--- src/design/assert_macros.svh ---
// Assertion macros used by the RTL of the bucketed member index.
// Depends on a clock named clk and an active-low reset named rst_n in scope.
`ifndef ASSERT_MACROS_SVH
`define ASSERT_MACROS_SVH

// The condition must hold at every clock edge outside reset.
`define ASSERT_ALWAYS(label, cond, msg) \
    label: assert property (@(posedge clk) disable iff (!rst_n) (cond)) \
        else $error(msg);

// Whenever the trigger holds, the consequence must hold in the same cycle.
`define ASSERT_IMPLIES(label, trig, cons, msg) \
    label: assert property (@(posedge clk) disable iff (!rst_n) (trig) |-> (cons)) \
        else $error(msg);

`endif

--- src/design/bmi_ram.sv ---
// Generic simple dual-port RAM: one write port, one read port, registered read.
// No dependencies.
`timescale 1ns / 1ps
`default_nettype none

module bmi_ram #(
    parameter int WIDTH = 8,
    parameter int DEPTH = 16
) (
    input  wire logic                     clk,
    input  wire logic                     we,
    input  wire logic [$clog2(DEPTH)-1:0] waddr,
    input  wire logic [WIDTH-1:0]         wdata,
    input  wire logic [$clog2(DEPTH)-1:0] raddr,
    output logic      [WIDTH-1:0]         rdata
);

    logic [WIDTH-1:0] mem [DEPTH];

    always_ff @(posedge clk)
    begin
        if (we)
        begin
            mem[waddr] <= wdata;
        end
        rdata <= mem[raddr];
    end

endmodule

`default_nettype wire

--- config.mk ---
export PLATFORM = sky130hd
export DESIGN_NAME = bmi_ram
export DESIGN_NICKNAME = d
export VERILOG_FILES = /design/src/design/assert_macros.svh /design/src/design/bmi_ram.sv
export SDC_FILE = /design/constraint.sdc
export NUM_CORES = 1
export LEC_CHECK = 0
export BUFFER_PORTS_ARGS = -buffer_cell sky130_fd_sc_hd__buf_2
export CORE_ASPECT_RATIO = 0.7
export CORE_MARGIN = 3
export CORE_UTILIZATION = 54
export DETAILED_ROUTE_END_ITERATION = 10
export GPL_TIMING_DRIVEN = 0
export PLACE_DENSITY = 0.75
export REMOVE_ABC_BUFFERS = 1
export SYNTH_ARGS = -nofsm -noshare
export SYNTH_HDL_FRONTEND = slang
export SYNTH_SLANG_ARGS = --single-unit
export TNS_END_PERCENT = 30
--- constraint.sdc ---
create_clock -name clk -period 3.2 [get_ports clk]
set_input_delay 0 -clock clk [delete_from_list [all_inputs] [get_ports clk]]
set_output_delay 0 -clock clk [all_outputs]
set_load 0.02 [all_outputs]
== After elaboration in Yosys (flattened, before gate mapping) ==
Memories as Yosys holds them, arrays and structs flattened. A register that Yosys moved wholly into a read port is not among the register bits.
Cells that the tools add are included.
Storage, ports and cells
  flip-flop bits (word level): 0
  input port bits: 18
  memories: 1
  word-level logic and storage cells: 3
  memory bits (writable): 128
  output and inout port bits: 8
Operators by class
  multiplexer cells: 2
Memories
  mem: words 16, bits a word 8, read ports 1, clocked after Yosys merged registers in 1, wr ports 1, RTL line bmi_ram.sv:18  | logic [WIDTH-1:0] mem [DEPTH];
Operator list (number)
  $mux 1: 2

== Depth between registers and ports, before layout ==
  word-level depth: 2
  mapped depth: 5
  mapped depth without buffers: 3

== Worst setup path before layout ==
OpenSTA, ideal clock, no wires.
  path kind: input to register
  from: input port waddr[2]
  to: memory mem[0][0], enable pin
  arrival time: 1110 ps
  buffers on the path: 0
  stages on the path: 2
  path slack: 1707 ps
  required time: 2817 ps
  cells stage by stage: or3b_2 -> nor3_1
RTL lines
  start: declaration: RTL line bmi_ram.sv:12  | input wire logic [$clog2(DEPTH)-1:0] waddr,
  end: declaration: RTL line bmi_ram.sv:18
Straight into the memory's write port.

==> qor.csv <==
metric,value,unit
status,completed,
floorplan.core_area,9180,um2
worst_ir_drop_vdd,0.494,mV
finalHoldViolCount,0,
synth.top_cells.by_area,"edfxtp_1, mux4_2, mux4_1, dfxtp_1, a22oi_1",
final_net_count,289,
slew_headroom,0.293,
post-route-cell-area,5990,um2
hold_path_end,mem[8][0]$_DFFE_PP_,
post_dp_cell_area,5340,um2
synth_edf_count,128,
first_global_vias,2451,
timing.rr.start,mem[11][0]$_DFFE_PP_,
fillers,598,
synth_warnings,0,
drt_drc_violations_left,0,
synthDominantCellAreaShare,0.747,
cts.clk_slew.worst_paths,0.05,ns
cts_repair_resize_count,0,
grt_max_degree,33,
placementRows,29,
cts_tree,yes,
wirelength,9610,um
worstPathMaxFanout,32,
final-max-slew-violation-count,0,
avgSynthCellArea,22.5,um2
ys_seq_elements,136,
clock_path_buffers,2,
numCtsBuffers,17,
synth_ff_type,edfxtp_1,
total_number_of_h_tree_levels,4,
grt_setup_unrepaired,no,
ys_seq_area_frac,0.778,
clock_insertion_delay_at_the_later_pin_of_the_skew_report,0.41,ns
vias_per_cell,5.93,
layout_min_cycle_time,1.57,ns
postRouteAntennaNets,0,
layout_commonest_cell,edfxtp_1,
final_layout_size_suffix_gt1_frac,0.261,
maxCapViolCount,0,
hold_class,in -> reg,
n_antenna_cell,0,
finalWeightedCongestion,0.728,
worstHoldStart,waddr[0],
postSynthCellCount,229,
hold-path-cell-count,2,
timing.clock.skew,0.00590,ns
cp.arrival,1.85,ns
cp_data_required_time,3.48,ns
synth_cell_types,19,
groute.usage.overall,0.202,
count_of_routing_violations_after_the_opening_detailed_route_iteration,308,
multi_input_comb_area,1080,um2
buffer_ports.inserted,25,
dp_hpwl,5770,um
power-per-cell-area,668,nW/um2
area_delta_synth_final,16.3,%
reg2reg_setup_slack,1.82,ns
critPathKind,in -> reg,
grt_antenna_before_repair,0,
post-synth-top-area-cell,edfxtp_1,
die-height,87.7,um
kind_of_start_point_of_the_critical_path,input pin,
setup_viol_count_final,0,
power.total,4.00,mW
num_vias,2414,
initial_utilization,0.561,
floorplan.die_area,10800,um2
r2r_end,rdata[0]$_DFF_P_,
setup-tns-final,0,ns
final_cell_mix,"edfxtp_1, buf_2, mux4_2",
drt-wirelength-per-cell,23.6,um
cellLeakagePower,2.00,nW
wire_length_of_the_first_global_routing_pass,14700,um
numClockSinks,136,
mappedNetlistArea,5150,um2
cp-end-kind,register,
worst-r2r-cell-count,3,
clk_root_buffer_cell,clkbuf_16,
final.period_utilization,0.491,
die_width,123,um
tightest_slew,1.06,ns
drt_first_pass_iters,5,
share_of_flip_flops_with_an_asynchronous_set_or_reset,0,
register_area,4000,um2
io_pins,26,
final_global_route_overflow_total,0,
fmax,0.636,GHz
critical path: stages:
cell and delay, ns:
buf_2 0.78, mux4_1 0.69, a22oi_1 0.20, nand2_1 0.14
where the power goes:
| group | internal (mW) | leakage [nW] | total [mW] | switching [mW] |
|---|---|---|---|---|
| combinational | 0.0776 | 0.508 | 0.195 | 0.118 |
| sequential | 1.99 | 1.22 | 2.00 | 0.00946 |
| clock | 1.13 | 0.264 | 1.80 | 0.675 |
through the flow:
step	setup slack, ns	util	std cells	hold slack (ns)
final	1.63	0.652	407	0.138
after global routing	1.53	0.652	407	0.136
after CTS	1.46	0.650	407	0.172
after detailed placement	1.03	0.582	368	0.400
after global placement	1.08	0.582	368	0.383
after floorplan	1.71	-	219	0.0989
metal layers:
metal  vias to the layer above  wire length [um]  track usage
li1                       1056                 -            -
met4                         0               163       0.0762
met5                         -                 0            0
met3                        18               740       0.0749
met1                      1241              4400        0.288
met2                        99              4310        0.289
how the worst max path moves through the flow:
| stage | start | endpoint | slack, ns | cells past startpoint |
|---|---|---|---|---|
| floorplan | waddr[2] | mem[0][0]$_DFFE_PP_ | 1.71 | 2 |
| global placement | waddr[2] | mem[0][4]$_DFFE_PP_ | 1.08 | 3 |
| detailed placement | waddr[2] | mem[0][4]$_DFFE_PP_ | 1.03 | 3 |
| CTS | waddr[2] | mem[0][4]$_DFFE_PP_ | 1.46 | 3 |
| global route | raddr[0] | rdata[1]$_DFF_P_ | 1.53 | 4 |
| finish | raddr[0] | rdata[1]$_DFF_P_ | 1.63 | 4 |
sequential cells by signal, summed over array words and instances (netlist names):
signal	cells
mem	128
rdata	8
cells in the mapped netlist (all sizes together), types with 2 or more instances:
| master | n |
|---|---|
| edfxtp | 128 |
| mux4 | 32 |
| a22oi | 16 |
| nor2 | 13 |
| nand2 | 9 |
| dfxtp | 8 |
| buf | 7 |
| nor3 | 4 |
| clkdlybuf4s25 | 3 |
| nand2b | 2 |
| nand3b | 2 |
cell families (layout without fill, tap and decap cells):
| group | after synthesis | count (layout) | synth area share |
|---|---|---|---|
| AO/OA/AOI/OAI | 16 | 16 | 0.0233 |
| buffers and inverters | 10 | 64 | 0.0168 |
| flip-flops | 136 | 136 | 0.778 |
| multiplexers | 32 | 32 | 0.150 |
| AND/OR/NAND/NOR | 35 | 35 | 0.0318 |
cell type report:
type                    instances  share of cell area
multi-input cells              83               0.180
flip-flops and latches        136               0.669
repair buffers                 33              0.0343
well taps                     124              0.0259
clock buffers                  20              0.0730
clock inverters                11              0.0180
what timing repair did:
action / 4_1_cts / 5_1_grt
hold endpoints to repair: 128 / 0
hold buffers: 8 / 0
buffers inserted: 0 / 0
No activity file was read; power rests on OpenSTA's default activity.
